$ cat src/cfq_div_step.sv
// One restoring step of an unsigned divider: shift in one dividend bit, emit one quotient bit.
// Standalone; no package dependency.
`default_nettype none
module cfq_div_step #(
    parameter int DW = 55
) (
    input  wire logic [DW-1:0] i_dq,
    input  wire logic [31:0]   i_rem,
    input  wire logic [31:0]   i_den,
    output logic      [DW-1:0] o_dq,
    output logic      [31:0]   o_rem
);

    logic [32:0] w_t;
    logic [32:0] w_diff;
    logic        w_ge;

    assign w_t    = {i_rem, i_dq[DW-1]};
    assign w_ge   = (w_t >= {1'b0, i_den});
    assign w_diff = w_t - {1'b0, i_den};
    assign o_rem  = w_ge ? w_diff[31:0] : w_t[31:0];
    assign o_dq   = {i_dq[DW-2:0], w_ge};

endmodule
`default_nettype wire

$ cat config.mk
export PLATFORM = sky130hd
export DESIGN_NAME = cfq_div_step
export DESIGN_NICKNAME = d
export VERILOG_FILES = /design/src/cfq_div_step.sv
export SDC_FILE = /design/constraint.sdc
export NUM_CORES = 1
export LEC_CHECK = 0
export BUFFER_PORTS_ARGS = -buffer_cell sky130_fd_sc_hd__buf_2
export CELL_PAD_IN_SITES_DETAIL_PLACEMENT = 1
export CELL_PAD_IN_SITES_GLOBAL_PLACEMENT = 1
export CORE_MARGIN = 4
export CORE_UTILIZATION = 28
export DETAILED_ROUTE_END_ITERATION = 16
export PLACE_DENSITY = 0.88
export SYNTH_ARGS = -nofsm -noshare
export SYNTH_HDL_FRONTEND = slang
export SYNTH_SLANG_ARGS = --single-unit
$ cat constraint.sdc
create_clock -name vclk -period 4.9
set_clock_uncertainty 0.15 [all_clocks]
set_input_delay 0.98 -clock vclk [all_inputs]
set_output_delay 0.98 -clock vclk [all_outputs]
set_load 0.02 [all_outputs]
==> impl_metrics.sql <==
INSERT INTO impl_metrics (metric_group, metric, value, unit) VALUES
('run_status', 'status', 'complete, no violations', ''),
('timing', 'hold_violation_total_from_the_final_report', '0', ''),
('global_routing', 'grt_overflow_total', '0', ''),
('drt', 'wl_met2', '4310', 'microns'),
('cts', 'post_cts_hold_buffer_count', '0', ''),
('floorplanning', 'core_area', '9370', 'sq um'),
('cells_and_area', 'fill_cells', '1225', ''),
('pwr', 'total_leakage_power', '1.60', 'nW'),
('synthesis', 'synth_top_cell_area_share', '15.0', '%'),
('synthesis', 'syn_nets', '530', ''),
('synthesis', 'synth_cells', '378', ''),
('drt', 'met1Wirelength', '3680', 'microns'),
('drt', 'avgRoutedWirePerCell', '15.4', 'microns'),
('synthesis', 'post-synth-top-count-cell', 'sky130_fd_sc_hd__buf_4', ''),
('drt', 'vias', '2759', ''),
('drt', 'met3_length', '447', 'microns'),
('drt', 'final_antenna_net_count', '0', ''),
('global_routing', 'wire_length_of_the_first_global_routing_pass', '13700', 'microns'),
('synthesis', 'synthTopCellsByArea', 'sky130_fd_sc_hd__buf_4, sky130_fd_sc_hd__ha_1, sky130_fd_sc_hd__mux2_2', ''),
('min_path', 'hold_path.class', 'in -> out', ''),
('min_path', 'min-delay-start', 'i_dq[35]', ''),
('cells_and_area', 'clockBufferCount', '0', ''),
('worst_setup_path', 'worstSetupEndpointType', 'primary output', ''),
('drt', 'drt-vias-per-instance', '4.96', ''),
('global_routing', 'all_layer_global_routing_usage', '14.1', '%'),
('cells_and_area', 'n_sequential_cell', '0', ''),
('timing', 'timing.setup.tns', '0', 'ns'),
('cells_and_area', 'finish.cell_count_without_fillers', '556', ''),
('timing', 'timing.final.setup_violations', '0', ''),
('timing', 'slew_headroom', '65.2', '%'),
('floorplanning', 'die_footprint', '11400', 'sq um'),
('global_routing', 'grt_antenna_before_repair', '0', ''),
('placed_design', 'detailed_place_hpwl', '7550', 'microns'),
('drt', 'drc', '0', ''),
('floorplanning', 'die_y', '107', 'microns'),
('drt', 'drt_first_pass_iters', '4', ''),
('pwr', 'finalPower', '0.000539', 'W'),
('worst_setup_path', 'arrival', '3.62', 'ns'),
('synthesis', 'synthDistinctLibCells', '51', ''),
('worst_setup_path', 'crit_required', '3.77', 'ns'),
('drt', 'detailedRoute.firstIterationViolations', '77', ''),
('cells_and_area', 'finalNetCount', '581', ''),
('timing', 'achievable-frequency', '210', 'MHz'),
('worst_setup_path', 'timing.critical_path.fanout_max', '16', ''),
('cells_and_area', 'layout-drive-gt1-share', '38.2', '%'),
('floorplanning', 'boundaryPins', '206', ''),
('worst_setup_path', 'worst_setup_path_start_kind', 'primary input', ''),
('placed_design', 'portBuffers', '98', ''),
('cells_and_area', 'multiInputGateArea', '2120', 'sq um'),
('cells_and_area', 'signed_area_change_from_the_synthesized_netlist_to_the_final_layout', '12.9', '%'),
('synthesis', 'synth.cell_area', '2740', 'sq um'),
('global_routing', 'grt_pass1_vias', '2938', ''),
('placed_design', 'routabilityCongestion', '0.848', ''),
('timing', 'tightest_slew', '0.516', 'ns'),
('timing', 'final_worst_path_period_need', '4.75', 'ns'),
('cells_and_area', 'sequential_cell_area', '0', 'sq um'),
('timing', 'setup_repair_after_global_routing_missed_its_margin', 'false', ''),
('min_path', 'holdPathEnd', 'o_dq[36]', ''),
('timing', 'timing.final.max_slew_violations', '0', ''),
('floorplanning', 'chipWidth', '107', 'microns'),
('synthesis', 'yosysWarnings', '0', ''),
('placed_design', 'placed_cells_incl_taps', '553', ''),
('worst_setup_path', 'timing.setup.critical_path_class', 'in -> out', ''),
('drt', 'dr.max_layer_used', 'met4', ''),
('pwr', 'power.density', '174', 'nW/um^2'),
('floorplanning', 'core.rowCount', '35', ''),
('min_path', 'min_path_cells', '0', ''),
('pwr', 'worst_ir_drop_vdd', '0.0545', 'mV'),
('synthesis', 'synth_commonest_cells', 'sky130_fd_sc_hd__buf_4, sky130_fd_sc_hd__inv_1, sky130_fd_sc_hd__ha_1, sky130_fd_sc_hd__a21oi_1, sky130_fd_sc_hd__nand2_1', ''),
('drt', 'detail_route.wirelength', '8560', 'microns'),
('flow_run', 'drv_cap', '0', ''),
('synthesis', 'share_of_synthesized_area_occupied_by_flip_flops_and_latches', '0', '%'),
('cells_and_area', 'n_antenna_cell', '0', ''),
('timing', 'timing.final.crit_share', '97.0', '%'),
('global_routing', 'grt_max_degree', '17', ''),
('floorplanning', 'start_util', '29.3', '%'),
('synthesis', 'synth.avg_cell_area', '7.26', 'sq um'),
('synthesis', 'synth_top_cell_by_area', 'sky130_fd_sc_hd__buf_4', '');
[area by class of cell]
class	count	area share, %
Timing Repair Buffer	117	21.3
Inverter	41	4.97
Multi-Input combinational cell	269	68.6
Tap cell	129	5.21
[worst max path at each step]
stage,slack [ns],end,startpoint
2_1_floorplan,0.11,o_rem[31],i_den[7]
3_3_place_gp,0.09,o_rem[16],i_rem[10]
3_5_place_dp,0.04,o_rem[21],i_rem[10]
4_1_cts,0.03,o_rem[21],i_rem[10]
5_1_grt,0.01,o_rem[24],i_den[1]
6_report,0.15,o_rem[21],i_den[7]
[where the power goes]
| group | internal (W) | switching, W |
|---|---|---|
| Sequential | 0 | 0 |
| Clock | 0 | 0 |
| Combinational | 0.000243 | 0.000296 |
| Total | 0.000243 | 0.000296 |
[cell usage in the layout (no fill, tap or decap), types with 3 or more instances in the layout]
master and instances:
sky130_fd_sc_hd__buf_2 98, sky130_fd_sc_hd__inv_1 40, sky130_fd_sc_hd__ha_1 30, sky130_fd_sc_hd__a21oi_1 25, sky130_fd_sc_hd__nand2_1 24, sky130_fd_sc_hd__nor2_1 23, sky130_fd_sc_hd__mux2_2 20, sky130_fd_sc_hd__xnor2_1 18
sky130_fd_sc_hd__buf_4 17, sky130_fd_sc_hd__o21ai_0 13, sky130_fd_sc_hd__nand4_1 9, sky130_fd_sc_hd__a21o_1 9, sky130_fd_sc_hd__mux2_4 9, sky130_fd_sc_hd__xor2_1 8, sky130_fd_sc_hd__nand3_1 7, sky130_fd_sc_hd__nor2b_1 6
sky130_fd_sc_hd__a31oi_1 5, sky130_fd_sc_hd__nor3_1 5, sky130_fd_sc_hd__o21a_1 4, sky130_fd_sc_hd__o21bai_1 4, sky130_fd_sc_hd__a31o_2 3, sky130_fd_sc_hd__a211oi_1 3, sky130_fd_sc_hd__o211ai_1 3, sky130_fd_sc_hd__a21boi_0 3
sky130_fd_sc_hd__and3_1 3, sky130_fd_sc_hd__nor3b_1 3, sky130_fd_sc_hd__mux2i_1 3
[metal layers]
| metal | track usage (%) | vias to the layer above |
|---|---|---|
| met2 | 26.4 | 76 |
| met5 | 0 | - |
| met4 | 2.47 | 0 |
| met3 | 1.75 | 18 |
| li1 | - | 1372 |
| met1 | 17.2 | 1293 |
[what timing repair did]
item,CTS,global route
gates resized for setup,0,5
setup buffers,0,3
setup endpoints to repair,0,29
[through the flow]
| stage | hold WS, ns | util (%) | setup slack (ns) | cell area [sq um] |
|---|---|---|---|---|
| floorplan | 1.92 | - | 0.105 | 2740 |
| global placement | 1.81 | 32.6 | 0.0883 | 3050 |
| detailed placement | 1.81 | 32.6 | 0.0358 | 3050 |
| CTS | 1.81 | 32.6 | 0.0298 | 3050 |
| global route | 1.81 | 33.0 | 0.0142 | 3100 |
| finish | 1.81 | 33.0 | 0.146 | 3100 |
[cells by family after synthesis]
family	count (synthesis)	synth area share, %
xor+xnor	26	8.30
simple gates	89	16.5
mux	32	14.2
buf+inv	109	23.4
compound gates	89	22.3
fa+ha+maj	33	15.3
[worst max-delay path, stage by stage]
cell                       delay [ns]
sky130_fd_sc_hd__buf_2           0.09
sky130_fd_sc_hd__inv_1           0.05
sky130_fd_sc_hd__ha_2            0.29
sky130_fd_sc_hd__a21oi_2         0.17
sky130_fd_sc_hd__a211oi_1        0.09
sky130_fd_sc_hd__or3_4           0.39
sky130_fd_sc_hd__nor4b_4         0.36
sky130_fd_sc_hd__o21ai_2         0.13
sky130_fd_sc_hd__a31oi_4         0.23
sky130_fd_sc_hd__o21a_4          0.16
sky130_fd_sc_hd__inv_2           0.06
sky130_fd_sc_hd__buf_12          0.15
sky130_fd_sc_hd__mux2_4          0.30
sky130_fd_sc_hd__buf_2           0.16
Power figures use the tool's default switching activity.
