File: src/cfq_sqrt_step.sv
// One digit step of a restoring integer square root over a 64-bit radicand.
// Standalone; no package dependency.
`default_nettype none
module cfq_sqrt_step (
    input  wire logic [63:0] i_v,
    input  wire logic [33:0] i_rem,
    input  wire logic [31:0] i_root,
    output logic      [63:0] o_v,
    output logic      [33:0] o_rem,
    output logic      [31:0] o_root
);

    logic [35:0] w_t;
    logic [35:0] w_trial;
    logic [35:0] w_diff;
    logic        w_ge;

    assign w_t     = {i_rem, i_v[63:62]};
    assign w_trial = {2'b00, i_root, 2'b01};
    assign w_ge    = (w_t >= w_trial);
    assign w_diff  = w_t - w_trial;
    assign o_rem   = w_ge ? w_diff[33:0] : w_t[33:0];
    assign o_root  = {i_root[30:0], w_ge};
    assign o_v     = {i_v[61:0], 2'b00};

endmodule
`default_nettype wire

File: config.mk
export PLATFORM = sky130hd
export DESIGN_NAME = cfq_sqrt_step
export DESIGN_NICKNAME = d
export VERILOG_FILES = /design/src/cfq_sqrt_step.sv
export SDC_FILE = /design/constraint.sdc
export NUM_CORES = 1
export LEC_CHECK = 0
export ABC_AREA = 1
export BUFFER_PORTS_ARGS = -buffer_cell sky130_fd_sc_hd__buf_2
export CORE_AREA = 2 2 102 104
export DETAILED_ROUTE_END_ITERATION = 12
export DIE_AREA = 0 0 104 106
export GPL_TIMING_DRIVEN = 0
export PLACE_DENSITY = 0.75
export SLEW_MARGIN = 20
export SYNTH_ARGS = -nofsm -noshare
export SYNTH_HDL_FRONTEND = slang
export SYNTH_SLANG_ARGS = --single-unit
File: constraint.sdc
create_clock -name vclk -period 2
set_input_delay 0.2 -clock vclk [all_inputs]
set_output_delay 0.2 -clock vclk [all_outputs]
set_load 0.05 [all_outputs]
==> results of run 1 <==
==> cell usage after synthesis (4+ instances only) <==
| master | n | area, sq um |
|---|---|---|
| ha_1 | 34 | 425 |
| nand4_1 | 6 | 37.5 |
| nand3_1 | 38 | 190 |
| o21ai_0 | 13 | 65.1 |
| xor2_1 | 15 | 131 |
| nor2_1 | 49 | 184 |
| nand3b_1 | 4 | 30.0 |
| nand2_1 | 288 | 1080 |
| inv_1 | 139 | 522 |
| buf_4 | 99 | 743 |
| nor2_2 | 8 | 50.1 |
| a21oi_1 | 25 | 125 |
==> logic make-up (layout without fill, tap and decap cells) <==
| group | after synthesis | count (layout) | share of synthesized area [%] |
|---|---|---|---|
| simple gates | 404 | 405 | 43.8 |
| buf+inv | 242 | 505 | 34.7 |
| compound gates | 42 | 42 | 5.89 |
| fa+ha+maj | 34 | 34 | 11.3 |
| xor+xnor | 18 | 18 | 4.19 |
| other cells | 1 | 2 | 0.0997 |
==> what timing repair did <==
action                                 in CTS  in global routing
endpoints found under the hold margin       0                  0
setup endpoints to repair                  35                 35
cloned                                      6                  1
resized for setup                         347                 93
buffers inserted                           50                 11
pin swaps                                  47                 53
==> where the power goes <==
part / total [W] / switching [W] / internal, W
logic: 0.00338 / 0.00202 / 0.00136
registers: 0 / 0 / 0
clock network: 0 / 0 / 0
total: 0.00338 / 0.00202 / 0.00136
==> metal layers <==
layer | global-route usage (%) | vias up
met5 | 0 | -
met4 | 5.02 | 0
met3 | 2.94 | 63
met2 | 50.8 | 367
met1 | 31.0 | 2515
li1 | - | 2652
==> final cells by class <==
type,instances,area [sq um]
plain buffers,102,825
multi-input cells,501,3630
inverters,140,569
fillers,732,2580
repair buffers,263,2220
well taps,136,170
==> per-stage QoR <==
stage	instance area [sq um]	cells	hold slack [ns]	TNS, ns	utilization (%)
2_1_floorplan	3910	742	0.567	0	-
3_3_place_gp	5060	1074	0.702	-19.21	50.6
3_5_place_dp	5060	1074	0.702	-19.60	50.6
4_1_cts	6960	1130	0.702	-6.63	69.6
5_1_grt	7410	1142	0.703	-13.18	74.1
6_report	7410	1142	0.702	-10.92	74.1
==> final timing paths <==
kind,start,endpoint,slack (ns),cells past startpoint
worst max-delay path,i_root[16],o_rem[4],-0.34,17
worst min-delay path,i_v[60],o_v[62],0.70,2
==> placed cells by master (no fill, tap or decap), types with 2 or more instances in the layout <==
master | Yosys | routed
conb_1 | 1 | 2
a21oi_4 | 0 | 3
nand3b_1 | 4 | 4
buf_4 | 99 | 155
nand4_1 | 6 | 6
nand3_2 | 1 | 8
nand2_1 | 288 | 170
a21oi_2 | 1 | 7
a21oi_1 | 25 | 16
nor2_1 | 49 | 42
inv_2 | 0 | 25
buf_16 | 0 | 3
xor2_1 | 15 | 15
nand2_4 | 1 | 57
o21ai_0 | 13 | 8
buf_12 | 0 | 3
inv_1 | 139 | 107
nor2_4 | 0 | 11
buf_8 | 0 | 42
and2_1 | 3 | 2
xnor2_1 | 3 | 3
buf_2 | 0 | 120
nor3_1 | 3 | 2
o21ai_1 | 0 | 3
nand3_1 | 38 | 30
nand2_2 | 2 | 64
ha_1 | 34 | 3
inv_4 | 1 | 7
ha_4 | 0 | 31
o21ai_2 | 0 | 2
o21bai_1 | 3 | 3
buf_6 | 3 | 39
nor2_2 | 8 | 4
==> worst max-delay path, stage by stage <==
cell       delay, ns
buf_2           0.09
inv_2           0.04
ha_4            0.28
nand2_4         0.07
nor2_4          0.15
nand2_2         0.10
nor2_4          0.14
nand2_2         0.08
a21oi_4         0.14
nor2_4          0.06
nand2_4         0.09
buf_12          0.14
clkinv_16       0.09
buf_16          0.16
nand2_4         0.07
nand2_4         0.05
buf_8           0.15
==> metrics.md, run 1 <==
| Metric | Value |
|---|---|
| Status | `finished, violations left` |
| Failing checks | `setup timing` |
| Vias in the first global route | `5,128` |
| Area growth, synth to finish | `97.2%` |
| Clkbuf count | `0` |
| Setup repair after global routing missed its margin | `yes` |
| Grt total ovfl | `0` |
| Synthesized area per cell | `5.07 sq um` |
| HPWL after DPL | `10.5 mm` |
| Vias | `5,597` |
| Yosys warnings | `0` |
| Critical path arrival | `around 2.1 ns` |
| Mapped Area | `3760 sq um` |
| Highest metal used | `met4` |
| Peak fanout along the critical path | `8` |
| # diodes | `0` |
| Final wirelength | `16.8 mm` |
| Tot Pwr | `0.00338 W` |
| Sequential area share after synthesis | `0%` |
| Leakage | `roughly 4.2 nW` |
| Final ANT Viol Nets | `0` |
| Share of layout cells above drive strength 1 | `approximately three fifths` |
| Worst min path class | `input port to primary output` |
| PD cells | `456 nW/um^2` |
| Number of port buffers | `a little under 200` |
| Nets@finish | `1,172` |
| Initial Util | `between 30 and 40%` |
| Yosys cell types | `24` |
| Fmax | `between 0.4 and 0.5 GHz` |
| Row cnt | `37` |
| Total GRT Usage | `26.2%` |
| Die height | `106 um` |
| Hold-fix buffers at CTS | `0` |
| Element type at the critical path end | `primary output` |
| Post-route worst setup slack | `-0.340 ns` |
| Core ar. | `10000 sq um` |
| Critical setup path kind | `input port to primary output` |
| FF+latch area | `0 sq um` |
| Drt first-iter violations | `395` |
| Worst slack, placed | `-0.628 ns` |
| Largest net degree at the start of global routing | `11` |
| First-pass detailed-route iteration total | `7` |
| Startpoint class of the critical path | `input port` |
| Min cycle time layout | `2.34 ns` |
| Seq_cells | `0` |
| First-pass GRT wire length | `approximately 24 mm` |
| Final hold vios | `0` |
| Vias per cell | `4.90` |
| Max Slew Vio Count | `0` |
| Worst EP required | `1.80 ns` |
| Met2 WL | `8.55 mm` |
| Max VDD drop | `0.280 mV` |
| Io pins | `260` |
| Final setup fails | `35` |
| Routability Congestion | `0.916` |
| Initial antenna violation count | `0` |
| Max cap viols | `0` |
| DR DRC count | `0` |
| WL/cell | `14.7 um` |
| Die X | `roughly 100 um` |
| Gate Count Post-Synth | `741` |
| Die area | `about 11,000 sq um` |
| DRT met1 WL | `between 6 and 7 mm` |
| DR WL met3 | `1.51 mm` |
| Tcrit/Tclk final | `117%` |
Note: power is estimated with default switching activity, not from simulation.
==> run 2: changes to the inputs <==
==> constraint.sdc (replaced) <==
create_clock -name vclk -period 2
set_input_delay 0.2 -clock vclk [all_inputs]
set_output_delay 0.2 -clock vclk [all_outputs]
set_load 0.005 [all_outputs]
==> metrics.md, run 2 (synthesized netlist as in run 1, its figures left out) <==
| Metric | Value |
|---|---|
| Status | `finished, violations left (unchanged)` |
| Failing checks | `setup timing (unchanged)` |
| CP top delay family | `simple AND/OR/NAND/NOR gates (unchanged)` |
| Peak fanout along the critical path | `5 (was 8)` |
| Final setup fails | `35 (unchanged)` |
| PD cells | `298 nW/um^2 (was 456 nW/um^2)` |
| Startpoint class of the critical path | `input port (unchanged)` |
| Element type at the critical path end | `primary output (unchanged)` |
| Post-route worst setup slack | `-0.199 ns (was -0.340 ns)` |
| Tot Pwr | `0.00191 W (was 0.00338 W)` |
| DR DRC count | `0 (unchanged)` |
| Setup TNS | `-5.65 ns (was -10.92 ns)` |
| Seq_cells | `0 (unchanged)` |
| Seq pwr share | `0% (about the same)` |
| Worst EP required | `1.80 ns (about the same)` |
| Clkbuf count | `0 (unchanged)` |
| Final wirelength | `13.9 mm (was 16.8 mm)` |
| # diodes | `0 (unchanged)` |
| Vias | `5,160 (was 5,597)` |
| Switching part of the total power | `50.2% (was 59.8%)` |
| Row cnt | `37 (unchanged)` |
| Most common cell after layout, fill and taps aside | `nand2_1 (unchanged)` |
| First-pass GRT wire length | `21.2 mm (was 24.1 mm)` |
| Die X | `104 um (unchanged)` |
| Max VDD drop | `0.124 mV (was 0.280 mV)` |
| Vias in the first global route | `4,742 (was 5,128)` |
| Max Slew Vio Count | `0 (unchanged)` |
| Hold-critical path depth | `2 (unchanged)` |
| Max cap viols | `0 (unchanged)` |
| Most frequent cells in the layout | `nand2_1 (218), buf_2 (168), buf_4 (140) (was nand2_1 (170), buf_4 (155), buf_2 (120))` |
| Crit path buf inv count | `4 (was 6)` |
| Worst min path class | `input port to primary output (unchanged)` |
| Grt total ovfl | `0 (unchanged)` |
| Logic gate share of total power | `100.0% (about the same)` |
| Clock network power share | `0% (about the same)` |
| Total GRT Usage | `22.6% (was 26.2%)` |
| CP Cell Sequence | `buf_2 > ha_4 > nand2_4 > nor2_4 > nand2_1 > nor2_2 > nand2_1 > a21oi_2 > nor2_4 > nand2_8 > inv_12 > clkbuf_16 > nand2_2 > nand2_1 > buf_2 (was buf_2 > inv_2 > ha_4 > nand2_4 > nor2_4 > nand2_2 > nor2_4 > nand2_2 > a21oi_4 > nor2_4 > nand2_4 > buf_12 > clkinv_16 > buf_16 > nand2_4 > nand2_4 > buf_8)` |
| Hold path start | `i_v[32] (was i_v[60])` |
| Placed cells | `1,074 (unchanged)` |
| Internal Power | `0.000953 W (was 0.00136 W)` |
| Min cycle time layout | `2.20 ns (was 2.34 ns)` |
| Die area | `11,000 sq um (unchanged)` |
| CP most frequent cell | `nand2_1 (was nand2_4)` |
| Critical setup path kind | `input port to primary output (unchanged)` |
| Nets@finish | `1,154 (was 1,172)` |
| Initial antenna violation count | `0 (unchanged)` |
| Area growth, synth to finish | `70.4% (was 97.2%)` |
| First-pass detailed-route iteration total | `5 (was 7)` |
| Tcrit/Tclk final | `110% (was 117%)` |
| Leakage | `3.81 nW (was 4.22 nW)` |
| Core ar. | `10000 sq um (unchanged)` |
| Hold Path End | `o_v[34] (was o_v[62])` |
| HPWL after DPL | `10.4 mm (was 10.5 mm)` |
| Setup repair after global routing missed its margin | `yes (unchanged)` |
| Share of layout cells above drive strength 1 | `51.9% (was 58.6%)` |
| Worst slack, placed | `-0.489 ns (was -0.628 ns)` |
| Fin cells | `1,124 (was 1,142)` |
| Largest net degree at the start of global routing | `11 (unchanged)` |
| Drt first-iter violations | `351 (was 395)` |
| Critical path arrival | `2.00 ns (was 2.14 ns)` |
| Number of port buffers | `196 (unchanged)` |
| WL/cell | `12.4 um (was 14.7 um)` |
| Final ANT Viol Nets | `0 (unchanged)` |
| FF+latch area | `0 sq um (unchanged)` |
| Routability Congestion | `0.932 (was 0.916)` |
| Final hold vios | `0 (unchanged)` |
| Die height | `106 um (unchanged)` |
| Fmax | `0.455 GHz (was 0.427 GHz)` |
| Fill cells | `960 (was 732)` |
| Initial Util | `37.6% (unchanged)` |
| Crit-path max cell delay | `0.29 ns (was 0.28 ns)` |
| Critical path's slowest cell | `ha_4 (unchanged)` |
| Vias per cell | `4.59 (was 4.90)` |
| Psw | `0.000959 W (was 0.00202 W)` |
| Io pins | `260 (unchanged)` |
[run 2: cell count changes in the layout (fill, tap and decap cells not counted), moves of 4 or more]
| cell | before | now |
|---|---|---|
| nand2_4 | 57 | 23 |
| buf_6 | 39 | 26 |
| buf_2 | 120 | 168 |
| buf_4 | 155 | 140 |
| nand2_1 | 170 | 218 |
| buf_8 | 42 | 7 |
| nand3_1 | 30 | 34 |
| inv_4 | 7 | 3 |
| nand2_2 | 64 | 50 |
[run 2: area by class of cell]
cell class         instances  area [sq um]  share of cell area [%]
plain buffers            102           812                    12.7
well taps                136           170                    2.66
multi-input cells        501          3270                    51.1
repair buffers           244          1600                    25.0
repair inverters           1          8.76                   0.137
inverters                140           546                    8.51
[run 2: repair_timing]
| action | in CTS | in global routing |
|---|---|---|
| hold endpoints to repair | 0 | 0 |
| pin swaps | 26 | 28 |
| gates cloned | 1 | 5 |
| hold buffers | 0 | 0 |
| setup endpoints to repair | 35 | 35 |
| setup buffers | 40 | 4 |
| gates resized for setup | 185 | 62 |
[run 2: worst max path at each step]
stage	startpoint	end	depth (start not counted)
floorplan	i_root[13]	o_rem[20]	16
global placement	i_root[21]	o_rem[24]	16
detailed placement	i_root[0]	o_rem[24]	16
CTS	i_root[7]	o_rem[0]	16
global route	i_root[18]	o_rem[31]	14
finish	i_rem[2]	o_rem[32]	15
[run 2: power groups by stage]
stage,logic [W],registers (W),clock network (W)
floorplan,0.000892,0,0
global placement,0.00137,0,0
detailed placement,0.00137,0,0
CTS,0.00177,0,0
global route,0.00209,0,0
finish,0.00191,0,0
[run 2: layer usage]
| metal | GRT usage (%) | up-vias | part of all wire (%) |
|---|---|---|---|
| li1 | - | 2626 | - |
| met3 | 2.39 | 12 | 7.5 |
| met5 | 0 | - | 0 |
| met2 | 43.1 | 233 | 50 |
| met1 | 28.0 | 2289 | 41 |
| met4 | 3.09 | 0 | 0.93 |
[run 2: per-stage QoR]
stage	utilization, %	hold slack (ns)	instance area, sq um
2_1_floorplan	-	0.481	3760
3_3_place_gp	49.1	0.566	4910
3_5_place_dp	49.1	0.566	4910
4_1_cts	60.8	0.566	6080
5_1_grt	64.1	0.568	6410
6_report	64.1	0.565	6410
==> run 3: changes to the inputs <==
--- a/config.mk
+++ b/config.mk
@@ -7,11 +7,13 @@
 export LEC_CHECK = 0
 export ABC_AREA = 1
 export BUFFER_PORTS_ARGS = -buffer_cell sky130_fd_sc_hd__buf_2
-export CORE_AREA = 2 2 102 104
+export CELL_PAD_IN_SITES_DETAIL_PLACEMENT = 0
+export CELL_PAD_IN_SITES_GLOBAL_PLACEMENT = 2
+export CORE_MARGIN = 1.5
+export CORE_UTILIZATION = 20
 export DETAILED_ROUTE_END_ITERATION = 12
-export DIE_AREA = 0 0 104 106
 export GPL_TIMING_DRIVEN = 0
-export PLACE_DENSITY = 0.75
+export PLACE_DENSITY_LB_ADDON = 0.1
 export SLEW_MARGIN = 20
 export SYNTH_ARGS = -nofsm -noshare
 export SYNTH_HDL_FRONTEND = slang
==> constraint.sdc (replaced) <==
create_clock -name vclk -period 2.83
set_input_delay 0.283 -clock vclk [all_inputs]
set_output_delay 0.283 -clock vclk [all_outputs]
set_load 0.005 [all_outputs]
==> metrics.md, run 3 (synthesized netlist as in run 1, its figures left out) <==
| Metric | Value |
|---|---|
| Worst min path class | `input port to primary output (unchanged)` |
| Critical setup path kind | `input port to primary output (unchanged)` |
| Number of port buffers | `196 (unchanged)` |
| First-pass GRT wire length | `21.5 mm (was 21.2 mm)` |
| Die height | `140 um (was 106 um)` |
| Vias per cell | `3.94 (was 4.59)` |
| Fill cells | `2,202 (was 960)` |
| Worst-margin pin slew | `between 0.6 and 0.7 ns` |
| Setup TNS | `0 ns (was -5.65 ns)` |
| Startpoint class of the critical path | `input port (unchanged)` |
| Drt first-iter violations | `146 (was 351)` |
| Peak fanout along the critical path | `4 (was 5)` |
| Worst setup path startpoint | `i_root[5] (was i_rem[2])` |
| Die area | `19,600 sq um (was 11,000 sq um)` |
| Initial antenna violation count | `0 (unchanged)` |
| Area growth, synth to finish | `36.5% (was 70.4%)` |
| Max VDD drop | `0.0474 mV (was 0.124 mV)` |
| Core ar. | `18,200 sq um (was 10000 sq um)` |
| DR DRC count | `0 (unchanged)` |
| Leakage | `3.35 nW (was 3.81 nW)` |
| Worst slack, placed | `-0.156 ns (was -0.489 ns)` |
| Hold path start | `i_v[8] (was i_v[32])` |
| Post-route worst setup slack | `0.162 ns (was -0.199 ns)` |
| Tcrit/Tclk final | `94.3%` |
| # diodes | `0 (unchanged)` |
| Share of layout cells above drive strength 1 | `34.8% (was 51.9%)` |
| Nets@finish | `1,107 (was 1,154)` |
| Final setup fails | `0 (was 35)` |
| Worst EP required | `2.55 ns (was 1.80 ns)` |
| FF+latch area | `0 sq um (unchanged)` |
| Largest net degree at the start of global routing | `11 (unchanged)` |
| Final wirelength | `13.7 mm (was 13.9 mm)` |
| Final ANT Viol Nets | `0 (unchanged)` |
| Final hold vios | `0 (unchanged)` |
| Element type at the critical path end | `primary output (unchanged)` |
| Placed cells | `1,167 (was 1,074)` |
| Status | `completed (was finished, violations left)` |
| Most frequent cells in the layout | `nand2_1 (284), buf_2 (196), inv_1 (139) (was nand2_1 (218), buf_2 (168), buf_4 (140))` |
| Slew headroom | `53.9%` |
| Grt total ovfl | `0 (unchanged)` |
| Fmax | `0.375 GHz` |
| Die X | `140 um (was 104 um)` |
| Max cap viols | `0 (unchanged)` |
| Critical path arrival | `2.39 ns (was 2.00 ns)` |
| Min cycle time layout | `2.67 ns` |
| Io pins | `260 (unchanged)` |
| Routability Congestion | `0.818 (was 0.932)` |
| Fin cells | `1,170 (was 1,124)` |
| Vias in the first global route | `4,337 (was 4,742)` |
| Most common cell after layout, fill and taps aside | `nand2_1 (unchanged)` |
| Seq_cells | `0 (unchanged)` |
| Initial Util | `20.6% (was 37.6%)` |
| Vias | `4,609 (was 5,160)` |
| Total GRT Usage | `13.2% (was 22.6%)` |
| WL/cell | `11.7 um (was 12.4 um)` |
| First-pass detailed-route iteration total | `4 (was 5)` |
| Row cnt | `49 (was 37)` |
| PD cells | `200 nW/um^2 (was 298 nW/um^2)` |
| Max Slew Vio Count | `0 (unchanged)` |
| Clkbuf count | `0 (unchanged)` |
| HPWL after DPL | `12.4 mm (was 10.4 mm)` |
## run 3: where the power goes
part	internal [W]	leakage (nW)	switching, W
clock	0	0	0
combinational	0.000461	3.35	0.000565
sequential	0	0	0
total	0.000461	3.35	0.000565
## run 3: critical path, stage by stage
cell and delay (ns):
buf_2 0.08, inv_1 0.04, ha_1 0.35, nand2_1 0.15, nor2_1 0.23, nand2_1 0.08
o21ai_1 0.56, nand2_1 0.20, nand2_1 0.11, nand2_1 0.05, nand3_1 0.08, nand2_1 0.05
buf_2 0.12
## run 3: worst paths after layout
kind,endpoint,depth (start not counted)
worst min-delay path,o_v[10],2
worst max-delay path,o_rem[29],13
## run 3: area by class of cell
class / instances / area (sq um) / share of cell area (%)
timing repair buffer: 199 / 1000 / 19.6
multi-input combinational: 500 / 2520 / 49.2
tap: 229 / 287 / 5.58
buffer: 102 / 785 / 15.3
inverter: 140 / 533 / 10.4
## run 3: layer usage
layer  up-vias  wire length, um  share of wire (%)  GRT usage, %
li1       2518                -                  -             -
met1      1903             7140                 52          19.7
met2       188             5760                 42          22.0
met3         0              839                6.1         0.991
met4         0                0                  0             0
met5         -                0                  0             0
## run 3: per-stage QoR
step                cell area, sq um  hold WS, ns  total power (W)  utilization, %
global route                    5130        0.733          0.00117            28.2
finish                          5130        0.731          0.00103            28.2
detailed placement              5030        0.731          0.00102            27.6
CTS                             5030        0.731          0.00103            27.6
floorplan                       3760        0.647         0.000631               -
global placement                5030        0.732          0.00102            27.6
## run 3: timing repair
item	in CTS	in global routing
gates resized for setup	1	18
pin swaps	0	3
buffers inserted	0	3
hold buffers	0	0
endpoints found under the hold margin	0	0
endpoints found under the setup margin	2	35
